===== src/rtl/usd_pkg.sv =====
`default_nettype none
// ----------------------------------------------------------------------------
// usd_pkg
// Shared types, constants and decode helpers for the Unicode stream decoder.
// ----------------------------------------------------------------------------
package usd_pkg;

    localparam int OFFSET_BITS_DEF = 32;
    localparam int OUT_OFF_BITS    = 32;

    localparam logic [2:0] MODE_UTF8    = 3'd0;
    localparam logic [2:0] MODE_UTF16LE = 3'd1;
    localparam logic [2:0] MODE_UTF16BE = 3'd2;
    localparam logic [2:0] MODE_UTF32LE = 3'd3;
    localparam logic [2:0] MODE_UTF32BE = 3'd4;

    localparam logic [2:0] ERR_NONE      = 3'd0;
    localparam logic [2:0] ERR_TRUNC     = 3'd1;
    localparam logic [2:0] ERR_BAD_CONT  = 3'd2;
    localparam logic [2:0] ERR_OVERLONG  = 3'd3;
    localparam logic [2:0] ERR_RANGE     = 3'd4;
    localparam logic [2:0] ERR_BAD_BYTE  = 3'd5;
    localparam logic [2:0] ERR_LONE_SURR = 3'd6;

    localparam logic [20:0] REPL_CP = 21'h00FFFD;

    typedef struct packed {
        logic [7:0] data_byte;
        logic       last_byte;
    } t_in_beat;

    typedef struct packed {
        logic [20:0]             code_point;
        logic                    has_code_point;
        logic [2:0]              error_reason;
        logic [OUT_OFF_BITS-1:0] error_offset;
        logic                    run_end;
        logic                    buffer_end;
    } t_out_beat;

    typedef enum logic [1:0] {
        ST_IDLE,
        ST_DECODE,
        ST_EMIT,
        ST_TAIL
    } t_state;

    // Controller -> datapath
    typedef struct packed {
        logic load;   // capture input beat into window
        logic step;   // run one decode step and register a result
        logic tail;   // register the trailing partial-unit result
        logic done;   // commit leftover bytes and advance position
    } t_cmd;

    // Datapath -> controller
    typedef struct packed {
        logic more;     // window holds a decodable unit or error
        logic need_tail;
    } t_status;

    // One decode step over a window of up to four bytes.
    typedef struct packed {
        logic        emit;
        logic [20:0] cp;
        logic [2:0]  reason;
        logic [2:0]  adv;
    } t_step;

    function automatic t_step decode_step(
        input logic [2:0] mode, input logic [31:0] w, input logic [2:0] n,
        input logic last);
        t_step       s;
        logic [7:0]  b0, b1, b2, b3;
        logic [2:0]  len;
        logic        badc;
        logic [20:0] cp;
        logic [15:0] u, lo;
        logic [31:0] c32;
        s = '0;
        b0 = w[31:24]; b1 = w[23:16]; b2 = w[15:8]; b3 = w[7:0];
        len = 3'd0; badc = 1'b0; cp = '0;
        u = '0; lo = '0; c32 = '0;
        case (mode)
            MODE_UTF8: begin
                if (n != 3'd0) begin
                    if (b0 < 8'h80) begin
                        s.emit = 1'b1; s.cp = {13'd0, b0}; s.adv = 3'd1;
                    end else begin
                        if ((b0 & 8'hE0) == 8'hC0) len = 3'd2;
                        else if ((b0 & 8'hF0) == 8'hE0) len = 3'd3;
                        else if ((b0 & 8'hF8) == 8'hF0) len = 3'd4;
                        if (len == 3'd0) begin
                            s.emit = 1'b1; s.cp = REPL_CP; s.reason = ERR_BAD_BYTE;
                            s.adv = 3'd1;
                        end else if (len > n) begin
                            if (last) begin
                                s.emit = 1'b1; s.cp = REPL_CP; s.reason = ERR_TRUNC;
                                s.adv = 3'd1;
                            end
                        end else begin
                            if ((b1 & 8'hC0) != 8'h80) badc = 1'b1;
                            if (len >= 3'd3 && (b2 & 8'hC0) != 8'h80) badc = 1'b1;
                            if (len == 3'd4 && (b3 & 8'hC0) != 8'h80) badc = 1'b1;
                            s.emit = 1'b1;
                            s.adv = 3'd1;
                            s.cp = REPL_CP;
                            if (badc) begin
                                s.reason = ERR_BAD_CONT;
                            end else if (len == 3'd2) begin
                                cp = {10'd0, b0[4:0], b1[5:0]};
                                if (cp < 21'h80) s.reason = ERR_OVERLONG;
                                else begin s.cp = cp; s.adv = 3'd2; end
                            end else if (len == 3'd3) begin
                                cp = {5'd0, b0[3:0], b1[5:0], b2[5:0]};
                                if (cp < 21'h800 || (cp >= 21'hD800 && cp <= 21'hDFFF))
                                    s.reason = ERR_OVERLONG;
                                else begin s.cp = cp; s.adv = 3'd3; end
                            end else begin
                                cp = {b0[2:0], b1[5:0], b2[5:0], b3[5:0]};
                                if (cp < 21'h10000 || cp > 21'h10FFFF)
                                    s.reason = ERR_RANGE;
                                else begin s.cp = cp; s.adv = 3'd4; end
                            end
                        end
                    end
                end
            end
            MODE_UTF16LE, MODE_UTF16BE: begin
                if (mode == MODE_UTF16BE) begin
                    u = {b0, b1}; lo = {b2, b3};
                end else begin
                    u = {b1, b0}; lo = {b3, b2};
                end
                if (n >= 3'd2) begin
                    if (u >= 16'hD800 && u <= 16'hDBFF) begin
                        if (n < 3'd4) begin
                            if (last) begin
                                s.emit = 1'b1; s.cp = REPL_CP; s.reason = ERR_TRUNC;
                                s.adv = 3'd2;
                            end
                        end else if (lo < 16'hDC00 || lo > 16'hDFFF) begin
                            s.emit = 1'b1; s.cp = REPL_CP; s.reason = ERR_BAD_CONT;
                            s.adv = 3'd2;
                        end else begin
                            s.emit = 1'b1;
                            s.cp = 21'h10000 + {1'b0, u[9:0], lo[9:0]};
                            s.adv = 3'd4;
                        end
                    end else if (u >= 16'hDC00 && u <= 16'hDFFF) begin
                        s.emit = 1'b1; s.cp = REPL_CP; s.reason = ERR_LONE_SURR;
                        s.adv = 3'd2;
                    end else begin
                        s.emit = 1'b1; s.cp = {5'd0, u}; s.adv = 3'd2;
                    end
                end
            end
            MODE_UTF32LE, MODE_UTF32BE: begin
                if (mode == MODE_UTF32BE) c32 = w;
                else c32 = {b3, b2, b1, b0};
                if (n == 3'd4) begin
                    s.emit = 1'b1; s.adv = 3'd4;
                    if (c32 > 32'h10FFFF || (c32 >= 32'hD800 && c32 <= 32'hDFFF)) begin
                        s.cp = REPL_CP; s.reason = ERR_RANGE;
                    end else begin
                        s.cp = c32[20:0];
                    end
                end
            end
            default: s = '0;
        endcase
        return s;
    endfunction

endpackage
`default_nettype wire


===== src/rtl/usd_datapath.sv =====
`default_nettype none
// ----------------------------------------------------------------------------
// usd_datapath
// Byte window, position counter, decode step and output register.
// ----------------------------------------------------------------------------
module usd_datapath #(
    parameter int OFFSET_BITS = usd_pkg::OFFSET_BITS_DEF
) (
    input  wire logic              i_clk,
    input  wire logic              i_rst_n,
    input  wire logic [2:0]        i_mode,
    input  wire usd_pkg::t_in_beat i_beat,
    input  wire usd_pkg::t_cmd     i_cmd,
    output usd_pkg::t_status       o_status,
    output usd_pkg::t_out_beat     o_beat
);

    localparam logic [OFFSET_BITS-1:0] OFF_MAX = '1;

    logic [31:0]            r_win, n_win;
    logic [2:0]             r_n, n_n;
    logic [OFFSET_BITS-1:0] r_pos, n_pos;
    logic [OFFSET_BITS-1:0] r_base, n_base;
    logic                   r_last, n_last;
    usd_pkg::t_out_beat     r_out, n_out;
    usd_pkg::t_step         w_s;
    logic                   w_known;
    logic [OFFSET_BITS-1:0] w_base_adv;
    logic [31:0]            w_base_sat, w_pos_sat;

    assign w_s     = usd_pkg::decode_step(i_mode, r_win, r_n, r_last);
    assign w_known = (i_mode <= usd_pkg::MODE_UTF32BE);

    function automatic logic [31:0] sat32(input logic [OFFSET_BITS-1:0] v);
        logic [63:0] e;
        e = 64'(v);
        return (e > 64'hFFFF_FFFF) ? 32'hFFFF_FFFF : e[31:0];
    endfunction

    assign w_base_sat = sat32(r_base);
    assign w_pos_sat  = sat32(r_pos);
    assign w_base_adv = (r_base > OFF_MAX - OFFSET_BITS'(w_s.adv)) ?
                        OFF_MAX : r_base + OFFSET_BITS'(w_s.adv);

    assign o_status.more      = w_known && w_s.emit;
    assign o_status.need_tail = w_known && (i_mode != usd_pkg::MODE_UTF8) && r_last
                                && (r_n != 3'd0);

    always_comb begin
        n_win  = r_win;
        n_n    = r_n;
        n_pos  = r_pos;
        n_base = r_base;
        n_last = r_last;
        n_out  = r_out;
        if (i_cmd.load) begin
            n_win  = r_win;
            n_win[31 - 8*r_n[1:0] -: 8] = i_beat.data_byte;
            n_n    = r_n + 3'd1;
            n_last = i_beat.last_byte;
            n_base = (r_pos >= OFFSET_BITS'(r_n)) ? r_pos - OFFSET_BITS'(r_n) : '0;
        end
        if (i_cmd.step) begin
            n_out.code_point     = w_s.cp;
            n_out.has_code_point = 1'b1;
            n_out.error_reason   = w_s.reason;
            n_out.error_offset   = (w_s.reason != usd_pkg::ERR_NONE) ? w_base_sat : '0;
            n_out.run_end        = 1'b0;
            n_out.buffer_end     = 1'b0;
            n_win  = r_win << (8 * w_s.adv);
            n_n    = r_n - w_s.adv;
            n_base = w_base_adv;
        end
        if (i_cmd.tail) begin
            n_out.code_point     = '0;
            n_out.has_code_point = 1'b0;
            n_out.error_reason   = usd_pkg::ERR_TRUNC;
            n_out.error_offset   = w_pos_sat;
            n_out.run_end        = 1'b0;
            n_out.buffer_end     = 1'b0;
        end
        if (i_cmd.done) begin
            if (r_last || !w_known) n_n = 3'd0;
            if (r_last) n_pos = '0;
            else if (r_pos != OFF_MAX) n_pos = r_pos + OFFSET_BITS'(1);
        end
    end

    always_ff @(posedge i_clk) begin
        if (!i_rst_n) begin
            r_n   <= '0;
            r_pos <= '0;
        end else begin
            r_n   <= n_n;
            r_pos <= n_pos;
        end
        r_win  <= n_win;
        r_base <= n_base;
        r_last <= n_last;
        r_out  <= n_out;
    end

    assign o_beat = r_out;

    property p_window_bound;
        @(posedge i_clk) disable iff (!i_rst_n) r_n <= 3'd4;
    endproperty
    a_window_bound: assert property (p_window_bound) else $error("window overflow");

    property p_pos_clear;
        @(posedge i_clk) disable iff (!i_rst_n) (i_cmd.done && r_last) |=> (r_pos == '0);
    endproperty
    a_pos_clear: assert property (p_pos_clear) else $error("position not cleared");

    property p_err_offset;
        @(posedge i_clk) disable iff (!i_rst_n)
            (i_cmd.step && w_s.reason == usd_pkg::ERR_NONE) |=> (r_out.error_offset == '0);
    endproperty
    a_err_offset: assert property (p_err_offset) else $error("offset on clean result");

endmodule
`default_nettype wire


===== src/rtl/usd_ctrl.sv =====
`default_nettype none
// ----------------------------------------------------------------------------
// usd_ctrl
// Sequencer: load a beat, step the decoder, hand each result to the output.
// ----------------------------------------------------------------------------
module usd_ctrl (
    input  wire logic            i_clk,
    input  wire logic            i_rst_n,
    input  wire logic            i_in_valid,
    input  wire logic            i_out_stall,
    input  wire usd_pkg::t_status i_status,
    output logic                 o_in_stall,
    output logic                 o_out_valid,
    output logic                 o_run_end,
    output logic                 o_cfg_ready,
    output usd_pkg::t_cmd        o_cmd
);

    usd_pkg::t_state r_state, n_state;
    logic            r_tail_out, n_tail_out;

    always_ff @(posedge i_clk) begin
        if (!i_rst_n) begin
            r_state    <= usd_pkg::ST_IDLE;
            r_tail_out <= 1'b0;
        end else begin
            r_state    <= n_state;
            r_tail_out <= n_tail_out;
        end
    end

    always_comb begin
        n_state     = r_state;
        n_tail_out  = r_tail_out;
        o_cmd       = '0;
        o_in_stall  = 1'b1;
        o_out_valid = 1'b0;
        o_run_end   = 1'b0;
        o_cfg_ready = 1'b0;
        case (r_state)
            usd_pkg::ST_IDLE: begin
                o_in_stall  = 1'b0;
                o_cfg_ready = !i_in_valid;
                if (i_in_valid) begin
                    o_cmd.load = 1'b1;
                    n_state    = usd_pkg::ST_DECODE;
                end
            end
            usd_pkg::ST_DECODE: begin
                if (i_status.more) begin
                    o_cmd.step = 1'b1;
                    n_tail_out = 1'b0;
                    n_state    = usd_pkg::ST_EMIT;
                end else if (i_status.need_tail) begin
                    o_cmd.tail = 1'b1;
                    n_tail_out = 1'b1;
                    n_state    = usd_pkg::ST_TAIL;
                end else begin
                    o_cmd.done = 1'b1;
                    n_state    = usd_pkg::ST_IDLE;
                end
            end
            usd_pkg::ST_EMIT: begin
                // result waits; peek whether it closes the run
                o_out_valid = 1'b1;
                o_run_end   = !i_status.more && !i_status.need_tail;
                if (!i_out_stall) begin
                    if (i_status.more) begin
                        o_cmd.step = 1'b1;
                    end else if (i_status.need_tail) begin
                        o_cmd.tail = 1'b1;
                        n_tail_out = 1'b1;
                        n_state    = usd_pkg::ST_TAIL;
                    end else begin
                        o_cmd.done = 1'b1;
                        n_state    = usd_pkg::ST_IDLE;
                    end
                end
            end
            usd_pkg::ST_TAIL: begin
                o_out_valid = 1'b1;
                o_run_end   = 1'b1;
                if (!i_out_stall) begin
                    o_cmd.done = 1'b1;
                    n_tail_out = 1'b0;
                    n_state    = usd_pkg::ST_IDLE;
                end
            end
            default: n_state = usd_pkg::ST_IDLE;
        endcase
    end

    property p_tail_state;
        @(posedge i_clk) disable iff (!i_rst_n)
            (r_state == usd_pkg::ST_TAIL) |-> r_tail_out;
    endproperty
    a_tail_state: assert property (p_tail_state) else $error("tail flag lost");

    property p_no_accept_busy;
        @(posedge i_clk) disable iff (!i_rst_n)
            (r_state != usd_pkg::ST_IDLE) |-> o_in_stall;
    endproperty
    a_no_accept_busy: assert property (p_no_accept_busy) else $error("accept while busy");

    property p_load_decode;
        @(posedge i_clk) disable iff (!i_rst_n) o_cmd.load |=> (r_state == usd_pkg::ST_DECODE);
    endproperty
    a_load_decode: assert property (p_load_decode) else $error("load without decode");

endmodule
`default_nettype wire


===== src/rtl/unicode_stream_decoder_top.sv =====
`default_nettype none
// ----------------------------------------------------------------------------
// unicode_stream_decoder_top
// Byte-serial UTF-8 / UTF-16 / UTF-32 decoder with error replacement.
//
//   channel  | handshake          | beat
//   ---------+--------------------+----------------------------------
//   input    | i_in_valid/o_in_stall   | t_in_beat (data_byte, last_byte)
//   output   | o_out_valid/i_out_stall | t_out_beat (code point, error)
//   config   | i_cfg_valid/o_cfg_ready | encoding_mode, 3 bits
//
// A beat is loaded, then decoded into at most 4 results.
// The result register holds one result; the sequencer steps once per result.
// Output stall holds the sequencer and the result register.
// Synchronous active-low reset clears held count, position and mode.
// ----------------------------------------------------------------------------
module unicode_stream_decoder_top #(
    parameter int OFFSET_BITS = usd_pkg::OFFSET_BITS_DEF
) (
    input  wire logic               i_clk,
    input  wire logic               i_rst_n,
    input  wire logic               i_in_valid,
    output logic                    o_in_stall,
    input  wire usd_pkg::t_in_beat  i_in_beat,
    output logic                    o_out_valid,
    input  wire logic               i_out_stall,
    output usd_pkg::t_out_beat      o_out_beat,
    input  wire logic               i_cfg_valid,
    output logic                    o_cfg_ready,
    input  wire logic [2:0]         i_cfg_data
);

    logic [2:0]          r_mode;
    usd_pkg::t_cmd       w_cmd;
    usd_pkg::t_status    w_status;
    usd_pkg::t_out_beat  w_beat;
    logic                w_run_end;
    logic                r_last_seen;

    always_ff @(posedge i_clk) begin
        if (!i_rst_n) begin
            r_mode <= usd_pkg::MODE_UTF8;
        end else if (i_cfg_valid && o_cfg_ready) begin
            r_mode <= i_cfg_data;
        end
    end

    always_ff @(posedge i_clk) begin
        if (!i_rst_n) begin
            r_last_seen <= 1'b0;
        end else if (w_cmd.load) begin
            r_last_seen <= i_in_beat.last_byte;
        end
    end

    usd_ctrl u_ctrl (
        .i_clk       (i_clk),
        .i_rst_n     (i_rst_n),
        .i_in_valid  (i_in_valid),
        .i_out_stall (i_out_stall),
        .i_status    (w_status),
        .o_in_stall  (o_in_stall),
        .o_out_valid (o_out_valid),
        .o_run_end   (w_run_end),
        .o_cfg_ready (o_cfg_ready),
        .o_cmd       (w_cmd)
    );

    usd_datapath #(.OFFSET_BITS(OFFSET_BITS)) u_dp (
        .i_clk    (i_clk),
        .i_rst_n  (i_rst_n),
        .i_mode   (r_mode),
        .i_beat   (i_in_beat),
        .i_cmd    (w_cmd),
        .o_status (w_status),
        .o_beat   (w_beat)
    );

    always_comb begin
        o_out_beat            = w_beat;
        o_out_beat.run_end    = w_run_end;
        o_out_beat.buffer_end = w_run_end && r_last_seen;
    end

endmodule
`default_nettype wire


===== config.mk =====
export PLATFORM = sky130hd
export DESIGN_NAME = unicode_stream_decoder_top
export DESIGN_NICKNAME = d
export VERILOG_FILES = /design/src/rtl/usd_pkg.sv /design/src/rtl/usd_datapath.sv /design/src/rtl/usd_ctrl.sv /design/src/rtl/unicode_stream_decoder_top.sv
export SDC_FILE = /design/constraint.sdc
export NUM_CORES = 1
export LEC_CHECK = 0
export ABC_AREA = 1
export ABC_CLOCK_PERIOD_IN_PS = 4600
export BUFFER_PORTS_ARGS = -buffer_cell sky130_fd_sc_hd__buf_2
export CAP_MARGIN = 10
export CELL_PAD_IN_SITES_DETAIL_PLACEMENT = 0
export CELL_PAD_IN_SITES_GLOBAL_PLACEMENT = 1
export CORE_MARGIN = 2
export CORE_UTILIZATION = 41
export CTS_CLUSTER_DIAMETER = 40
export DETAILED_ROUTE_END_ITERATION = 8
export GPL_ROUTABILITY_DRIVEN = 1
export PLACE_DENSITY_LB_ADDON = 0.25
export SYNTH_ARGS = -nofsm -noshare
export SYNTH_HDL_FRONTEND = slang
export SYNTH_SLANG_ARGS = --single-unit

===== constraint.sdc =====
create_clock -name i_clk -period 4.6 [get_ports i_clk]
set_clock_uncertainty 0.05 [all_clocks]
set_input_delay 0.46 -clock i_clk [delete_from_list [all_inputs] [get_ports i_clk]]
set_output_delay 0.46 -clock i_clk [all_outputs]
set_load 0.01 [all_outputs]

==> After elaboration in Yosys (flattened, before gate mapping) <==
Index checks and enable logic that the tools add are counted.
{ "word_totals": {"regBits": 163, "in_bits": 17, "out_inout_bits": 62, "wordCells": 196} }
{ "op_classes": {"addsub": 9, "order_cmp": 23, "n_eq_ne": 22, "n_shift": 3, "n_mux": 91, "n_reduce_logical": 36} }
{ "ops": {"columns": ["op", "count"], "rows": [
  ["$mux W32", 11],
  ["$mux W28", 9],
  ["$mux W16", 7],
  ["$mux W21", 4],
  ["$pmux W28 S3", 1],
  ["$mux W34", 2],
  ["$mux W3", 20],
  ["$mux W27", 2],
  ["$ge A16 B16 Y1 const B", 3],
  ["$le A16 B16 Y1 const B", 3],
  ["$shift A8 B34 Y39 const A", 1],
  ["$shiftx A8 B34 Y39", 1],
  ["$neg A32 Y34", 1],
  ["$add A32 B1 Y32 const B", 1],
  ["$add A32 B3 Y32", 1],
  ["$bwmux W32", 1],
  ["$ge A32 B16 Y1 const B", 1],
  ["$ge A32 B3 Y1", 1],
  ["$gt A32 B21 Y1 const B", 1],
  ["$gt A32 B32 Y1", 1],
  ["$le A32 B16 Y1 const B", 1],
  ["$ne A32 B32 Y1 const B", 1],
  ["$shl A32 B6 Y32", 1],
  ["$sub A32 B3 Y32", 1],
  ["other kinds (41)", 108]
]} }

==> Longest topological paths before layout <==
Gate-level depths: netlist of run 1.
{ "logic_depth": {"depth_word": 29, "ltp_mapped": 31, "ltp_nobuf": 29} }

==> By module <==
A second synthesis of run 1 with hierarchy kept.
{ "hier_totals": {"hier_cells": 2004, "hier_area_um2": 12937.4} }
{ "modules_own_cells": {"columns": ["module", "n_inst", "cells_each", "area_per_inst_um2", "seq_area_each_um2"], "rows": [
  ["usd_datapath", 1, 1922, 12451.9, 4113.9],
  ["usd_ctrl", 1, 55, 311.5, 40.0],
  ["unicode_stream_decoder_top", 1, 27, 173.9, 80.1]
]} }

==> Worst setup path after synthesis of run 1 <==
OpenSTA, ideal clock, no wires.
{ "synth_path": {"path_type": "register to register", "from": "reg u_dp.r_win[31]", "to": "reg u_dp.r_base[28], data pin", "setup_ns": 0.263, "arrival_ns": 4.510, "t_required_ns": 4.287, "slack_ns": -0.222, "stages_incl_launch_ff": 31, "n_path_buf": 5, "synth_period_minus_slack_ns": 4.822, "cell_sequence": "edfxtp_1 -> nand2_1 -> nor2_1 -> inv_1 -> clkbuf_1 -> clkbuf_1 -> nand2_1 -> ha_1 -> nand3b_1 -> nand2_1 -> nand2_1 -> buf_2 -> nand2_1 -> nor2_1 -> nand3_2 -> nand2_2 -> buf_6 -> inv_6 -> buf_6 -> fa_1 -> o21ai_1 -> nand2_1 -> nor2_2 -> nand2_1 -> nor2_2 -> nand2_1 -> nor3_2 -> nand2_1 -> xor2_1 -> o21ai_0 -> o31ai_1"} }
{ "synth_via": {"elab_chain_cells": 26, "word_cells_on_any_way": 50, "classes_between": "add/sub: 2; order compare: 6; eq/ne: 6; mux: 31; reduce/logical: 5"} }
{ "synth_rtl": {"columns": ["item", "line_no", "text"], "rows": [
  ["start: declaration", "usd_datapath.sv:20", "logic [31:0] r_win, n_win;"],
  ["start signal: assignment", "usd_datapath.sv:97", "r_win <= n_win;"],
  ["$eq A5 B5 Y1", "usd_pkg.sv:92", "else if ((b0 & 8'hF8) == 8'hF0) len = 3'd4;"],
  ["$mux W3", "usd_pkg.sv:92", null],
  ["$mux W3", "usd_pkg.sv:91", "else if ((b0 & 8'hF0) == 8'hE0) len = 3'd3;"],
  ["$mux W3", "usd_pkg.sv:90", "if ((b0 & 8'hE0) == 8'hC0) len = 3'd2;"],
  ["$mux W3", "usd_pkg.sv:87", "if (b0 < 8'h80) begin"],
  ["$mux W3", "usd_pkg.sv:86", "if (n != 3'd0) begin"],
  ["$mux W3", "usd_pkg.sv:84", "case (mode)"],
  ["$ge A3 B2 Y1", "usd_pkg.sv:103", "if (len >= 3'd3 && (b2 & 8'hC0) != 8'h80) badc = 1'b1;"],
  ["[11 not listed]", null, null],
  ["$mux W3", "usd_pkg.sv:87", null],
  ["$mux W28", "usd_pkg.sv:86", null],
  ["$pmux W28 S3 (*)", "usd_pkg.sv:84", null],
  ["$sub A1 B4 Y5", "usd_datapath.sv:42", "assign w_base_adv = (r_base > OFF_MAX - OFFSET_BITS'(w_s.adv)) ?"],
  ["$gt A32 B32 Y1", "usd_datapath.sv:42", null],
  ["$mux W32", "usd_datapath.sv:42", null],
  ["$mux W32 (*)", "usd_datapath.sv:63", "if (i_cmd.step) begin"],
  ["named net u_dp.n_base[28]", "usd_datapath.sv:23", "logic [OFFSET_BITS-1:0] r_base, n_base;"],
  ["end signal: assignment", "usd_datapath.sv:98", "r_base <= n_base;"],
  ["end: declaration", "usd_datapath.sv:23", null]
]} }
The timed path passes the listed nets; every way through them passes the cells marked *. The select of a mux whose other input is x is not followed.
A chain may end at the register's enable or synchronous reset.

==> Worst setup path in the final report of run 1 <==
{ "layout_path": {"from": "reg u_dp.r_win[30]", "to": "reg u_dp.r_base[28], data pin"} }
The elaborated chain is that of the path after synthesis.

==> impl_results.md, run 1 <==
* Run status: complete, no violations
* DRC violations left at 0
* Sw frac at 52.0%
* FFs w/ async S/R, synth at 0%
* Max-Cap Viols at 0
* Clk pwr share at 14.1%
* Fin. max-slew vios at 0
* R2R cell count at 27
* Yosys warning count at 0
* Dominant synthesized flop cell: edfxtp_1
* Total number of H-tree levels at 4
* First-pass GRT wire length at 75,300 um
* Worst path max stage delay at 0.48 ns
* Pre-CTS setup slack at 0.0646 ns
* Met2 wire len at 19,600 um
* Die area at 32,500 um2
* Pwr Total at 10.9 mW
* Most used cell, CP: nand2_1
* Die Height at 180 um
* Post-Syn Area at 12,800 um2
* Highest clock rate at 0.230 GHz
* Number of global-route vias before repair at 12,600
* Hold Buf Count CTS at 0
* Net total in the final layout at 1,981
* DRT Wirelength at 49,000 um
* Design Area, Final at 14,200 um2
* Final WS setup at 0.250 ns
* RSZ-0062 raised after global routing: yes
* Clk pin slew, worst setup/hold paths at 0.08 ns
* Worst vdd ir at 0.000736 V
* RR Endpoint: u_dp.r_base[28]$_DFFE_PP_
* Sw Pwr at 5.68 mW
* WL met1 at 23,600 um
* Rows at 64
* DRT iter0 DRCs at 1,700
* Worst setup SP type: flip-flop
* Non-filler cells, final at 2,345
* Buffer depth of the longest clock path at 2
* Leakage dissipation at 6.24 nW
* Number of I/O pins at 79
* Post-synth cell types at 55
* Syn Nets at 1,915
* EDFF count, synth at 97
* Global Route Usage Sum at 29.8%
* WHS at 0.155 ns
* Min-delay src: i_in_beat[0]
* Gate power share at 57.9%
* Slew headroom at 27.6%
* Post-Syn Instances at 1,870
* Detailed placement HPWL at 37,000 um
* Placed cell area at 13,600 um2
* Final Hold Vio Count at 0
* DR WL met3 at 4900 um
* Final design utilization at 46.6%
* Share of post-route cells with drive strength above 1 at 13.1%
* Clock sink count at 163
* Seq/Total Area, Yosys at 33.2%
* Critical path origin: u_dp.r_win[30]$_DFFE_PP_
* Drt wl/cell at 20.9 um
* Global placement routability congestion at 0.991
* Syn Area/Cell at 6.82 um2
* DR top layer: met4
* Min cycle time layout at 4.35 ns
* Worst Path Required at 4.74 ns
* CP endpoint kind: flip-flop
* #FFs+latches synth at 163
* CTS tree: yes
* Placeable Area at 30,600 um2
* Kind of critical path: reg2reg
* Hold depth at 1
* Root buffer cell: clkbuf_16
* Worst-Skew Late Latency at 0.46 ns
* CP max stage cell: fa_1
* DR vias at 13,500
* Ant diodes at 0
* Die width at 180 um
* DR vias/cell at 5.75
* GR Overflow Total at 0
* Placed cells at 2,308
* Reg2reg setup slack at 0.25 ns
* CP arrival at 4.49 ns
* Worst Hold Endpoint: u_dp.r_last$_DFFE_PP_
* Setup TNS at 0 ns
* CP max FO at 10
* Flop pwr share at 28.0%
* Int Pwr at 5.24 mW
* CTS Buf Count at 17
* PD cells at 766 nW/um2
* Setup Viol. Count Final at 0
* P&R area growth vs syn at 11.7%
* Antenna Nets Post-Route at 0
* Buffers on Ports at 78
* RR Startpoint: u_dp.r_win[30]$_DFFE_PP_
* Hold WC Path Type: in2reg
* Final Cycle Share at 94.6%
* Slew @ Worst Pin at 1.07 ns
* Initial Util at 41.7%
* Largest net degree at the start of global routing at 89
* Drt first pass iters at 5
* Initial antenna violation count at 0
[cell type report]
class,count,area (um2)
Clock buffer,18,429
Multi-Input combinational cell,1370,7120
Timing Repair Buffer,140,866
Fill cell,3239,16300
Tap cell,396,495
Sequential cell,163,4240
Clock inverter,14,179
Inverter,244,921
[flip-flops by register name, summed over array words and instances, names as in the netlist]
register        cells
u_dp.r_pos         32
u_dp.o_beat        57
u_dp.r_base        32
r_last_seen         1
r_mode              3
u_dp.r_n            3
u_ctrl.r_state      2
u_dp.r_last         1
u_dp.r_win         32
[cell usage in the layout (no fill, tap or decap), drive strengths merged, types with 25 or more instances in the layout]
cell	count
a21oi	45
nor2	201
nand2	425
nor3	32
nand4	93
edfxtp	97
o21ai	203
dfxtp	66
inv	242
buf	140
nand3	200
ha	25
xor2	28
[cells in the mapped netlist (10+ instances only)]
cell / n / area share [%]
a21oi_1: 44 / 1.7
a22oi_1: 10 / 0.59
buf_2: 25 / 0.98
buf_6: 14 / 1.2
clkbuf_1: 42 / 1.2
dfxtp_1: 66 / 10
edfxtp_1: 97 / 23
ha_1: 25 / 2.5
inv_1: 221 / 6.5
inv_2: 16 / 0.47
nand2_1: 411 / 12
nand2_2: 10 / 0.49
nand3_1: 187 / 7.3
nand4_1: 93 / 4.6
nor2_1: 188 / 5.5
nor2_2: 10 / 0.49
nor3_1: 27 / 1.1
nor4_1: 17 / 0.83
o211ai_1: 14 / 0.82
o21ai_0: 176 / 6.9
o21ai_1: 24 / 0.94
o221ai_1: 15 / 1.0
o31ai_1: 10 / 0.59
xor2_1: 28 / 1.9
[per-layer routing]
layer / track usage (%) / vias to the layer above
met3: 6.69 / 64
met2: 40.9 / 642
met4: 7.32 / 0
met5: 0 / -
met1: 46.5 / 6313
li1: - / 6468
[power groups by stage]
stage                     combinational [mW]  sequential, mW  clock (mW)
final                                   6.31            3.06        1.54
after CTS                               6.18            3.02        1.56
after detailed placement                6.15            3.05           0
after floorplan                         4.35            2.84           0
after global routing                    7.09            3.11        1.61
after global placement                  6.12            3.04           0
[critical path: cells and delay by family (launching register included)]
kind | cells | cell delay, ns
and+or+nand+nor | 15 | 1.64
AOI/OAI and AO/OA | 4 | 0.57
DFF | 1 | 0.37
xor gates and xnor gates | 1 | 0.14
adders and majority gates | 3 | 0.91
buffers and inverters | 4 | 0.42
[what timing repair did]
action / in CTS / in global routing
resized for setup: 0 / 6
setup buffers: 0 / 3
endpoints found under the setup margin: 0 / 9
[cell families (layout without fill, tap and decap cells)]
| logic type | after synthesis | after routing | share of synthesized area, % |
|---|---|---|---|
| AND/OR/NAND/NOR | 979 | 980 | 35.3 |
| buffers and inverters | 338 | 416 | 11.2 |
| AO/OA/AOI/OAI | 325 | 325 | 14.7 |
| flip-flops | 163 | 163 | 33.2 |
| XOR/XNOR | 36 | 36 | 2.47 |
| adder cells (fa/ha/maj) | 28 | 28 | 2.92 |
| multiplexers | 1 | 1 | 0.0785 |
[worst max-delay path by stage]
stage	endpoint	slack (ns)	cells past startpoint
2_1_floorplan	u_dp.r_base[28]$_DFFE_PP_	0.01	30
3_3_place_gp	u_dp.r_base[28]$_DFFE_PP_	0.18	27
3_5_place_dp	u_dp.r_base[28]$_DFFE_PP_	0.06	27
4_1_cts	u_dp.r_base[28]$_DFFE_PP_	0.03	27
5_1_grt	u_dp.r_base[28]$_DFFE_PP_	-0.03	29
6_report	u_dp.r_base[28]$_DFFE_PP_	0.25	27
Note: power is estimated with default switching activity, not from simulation.
==> inputs of run 2 (changes only) <==
ABC_CLOCK_PERIOD_IN_PS = 4800   (was 4600)
CORE_UTILIZATION = 45   (was 41)
clock period = 4.8 ns   (was 4.6 ns; I/O delays follow)
==> impl_results.md, run 2 (synthesis results as in run 1) <==
* Largest net degree at the start of global routing at 89 (unchanged)
* Number of I/O pins at 79 (unchanged)
* Worst-Skew Late Latency at 0.44 ns (-0.02 ns)
* Kind of critical path: reg2reg
* Buffers on Ports at 78 (unchanged)
* Global placement routability congestion at 1.01 (+2.3%)
* Buffer depth of the longest clock path at 2 (unchanged)
* Number of global-route vias before repair at 12,300 (-2.1%)
* Final Cycle Share at 92.3% (-2.3 points)
* Number of flip-flops under the largest register name at 57 (unchanged)
* Pwr Total at 10.3 mW (-5.7%)
* Die Height at 172 um (-4.4%)
* Net total in the final layout at 1,977 (-0.20%)
* DR vias/cell at 5.82 (+1.2%)
* Max-Cap Viols at 0 (unchanged)
* Detailed placement HPWL at 36,900 um (-0.35%)
* RSZ-0062 raised after global routing: no
* Hold WC Path Type: in2reg
* CP endpoint kind: flip-flop
* WHS at 0.204 ns (+0.0496 ns)
* Most frequent cells in the layout: nand2_1, inv_1, nand3_1
* Placeable Area at 27,900 um2 (-8.9%)
* Worst Path Required at 4.90 ns (+0.16 ns)
* Initial Util at 45.8% (+4.1 points)
* Number of fill cells at 2,886 (-11%)
* Drt first pass iters at 6 (+1)
* Die width at 172 um (-4.4%)
* Total number of H-tree levels at 4 (unchanged)
* Antenna Nets Post-Route at 0 (unchanged)
* CTS Buf Count at 17 (unchanged)
* Clock sink count at 163 (unchanged)
* Ant diodes at 0 (unchanged)
* DRT iter0 DRCs at 1,755 (+3.2%)
* CTS tree: yes
* P&R area growth vs syn at 10.6%
* CP max stage cell: fa_1
* DRC violations left at 0 (unchanged)
* Clk pin slew, worst setup/hold paths at 0.07 ns (about the same)
* Run status: complete, no violations
* Drt wl/cell at 20.7 um (-0.80%)
* DRT Wirelength at 48,100 um (-1.8%)
* Rows at 61 (-4.7%)
* Worst path max stage delay at 0.47 ns (about the same)
* Share of post-route cells with drive strength above 1 at 12.8% (-0.27 points)
* Die area at 29,700 um2 (-8.7%)
* Fin. max-slew vios at 0 (unchanged)
* Min cycle time layout at 4.43 ns (+0.0792 ns)
* CP arrival at 4.53 ns (+0.04 ns)
* Register Area at 4230 um2 (about the same)
* Setup TNS at 0 ns (unchanged)
* CP max FO at 7 (-3)
* Slew headroom at 27.5% (-0.18 points)
* Commonest non-fill, non-tap cell in the layout: nand2_1
* Setup Viol. Count Final at 0 (unchanged)
* DR vias at 13,500 (+0.24%)
* Final Hold Vio Count at 0 (unchanged)
* Root buffer cell: clkbuf_16
* Hold Buf Count CTS at 0 (unchanged)
* Most used cell, CP: nand2_1
* Worst vdd ir at 0.000533 V (-28%)
* PD cells at 729 nW/um2 (-4.8%)
* Global Route Usage Sum at 32.8% (+3.0 points)
* Initial antenna violation count at 1 (+1)
* Area taken by multi-input logic gates at 7110 um2 (-0.21%)
* First-pass GRT wire length at 73,300 um (-2.6%)
* GR Overflow Total at 0 (unchanged)
* Highest clock rate at 0.226 GHz (-1.8%)
* Worst setup SP type: flip-flop
* Slew @ Worst Pin at 1.08 ns (+0.00274 ns)
* Leakage dissipation at 6.21 nW (-0.38%)
[run 2: worst paths after layout]
| path | from | slack [ns] | cells after the start | end |
|---|---|---|---|---|
| setup / recovery | u_dp.r_win[28]$_DFFE_PP_ | 0.37 | 28 | u_dp.r_base[28]$_DFFE_PP_ |
| setup reg to reg | u_dp.r_win[28]$_DFFE_PP_ | 0.37 | 28 | u_dp.r_base[28]$_DFFE_PP_ |
| hold reg to reg | r_last_seen$_SDFFE_PN0P_ | 0.40 | 2 | r_last_seen$_SDFFE_PN0P_ |
| hold / removal | i_in_beat[0] | 0.20 | 1 | u_dp.r_last$_DFFE_PP_ |
[run 2: area by class of cell]
cell class / instances / area share [%]
timing repair buffer: 137 / 6.00
clock inverter: 14 / 0.701
sequential: 163 / 30.0
inverter: 244 / 6.53
clock buffer: 17 / 3.02
multi-input combinational: 1369 / 50.4
tap: 378 / 3.35
[run 2: timing repair]
item,CTS,global route
buffers inserted,0,4
resized for setup,0,7
setup endpoints to repair,0,9
[run 2: per-layer routing]
| layer | global-route usage (%) | wire [um] | vias up |
|---|---|---|---|
| li1 | - | - | 6444 |
| met4 | 11.4 | 1440 | 0 |
| met3 | 5.93 | 4700 | 71 |
| met2 | 45.5 | 19300 | 694 |
| met1 | 50.4 | 22700 | 6310 |
| met5 | 0 | 0 | - |
[run 2: worst max-delay path, delay by kind of cell, from the launching register on]
kind	cells	cell delay (ns)
flip-flops	1	0.45
AND/OR/NAND/NOR	15	1.54
AO/OA/AOI/OAI	3	0.41
buffers and inverters	6	0.60
XOR/XNOR	1	0.14
adder cells (fa/ha/maj)	3	0.95
[run 2: power by group]
group	switching (mW)	internal, mW	total [mW]	leakage [nW]
Sequential	0.669	2.27	2.93	1.47
Clock	0.636	0.668	1.30	0.272
Combinational	4.13	1.92	6.05	4.47
Total	5.43	4.85	10.3	6.21
[run 2: metrics by stage]
| stage | cell area [um2] | instances | setup WS [ns] | util, % |
|---|---|---|---|---|
| global placement | 13500 | 2286 | 0.289 | 48.5 |
| detailed placement | 13500 | 2286 | 0.184 | 48.5 |
| finish | 14100 | 2322 | 0.371 | 50.6 |
| CTS | 14000 | 2317 | 0.148 | 50.4 |
| floorplan | 12800 | 1870 | 0.0493 | - |
| global route | 14100 | 2322 | 0.00672 | 50.6 |
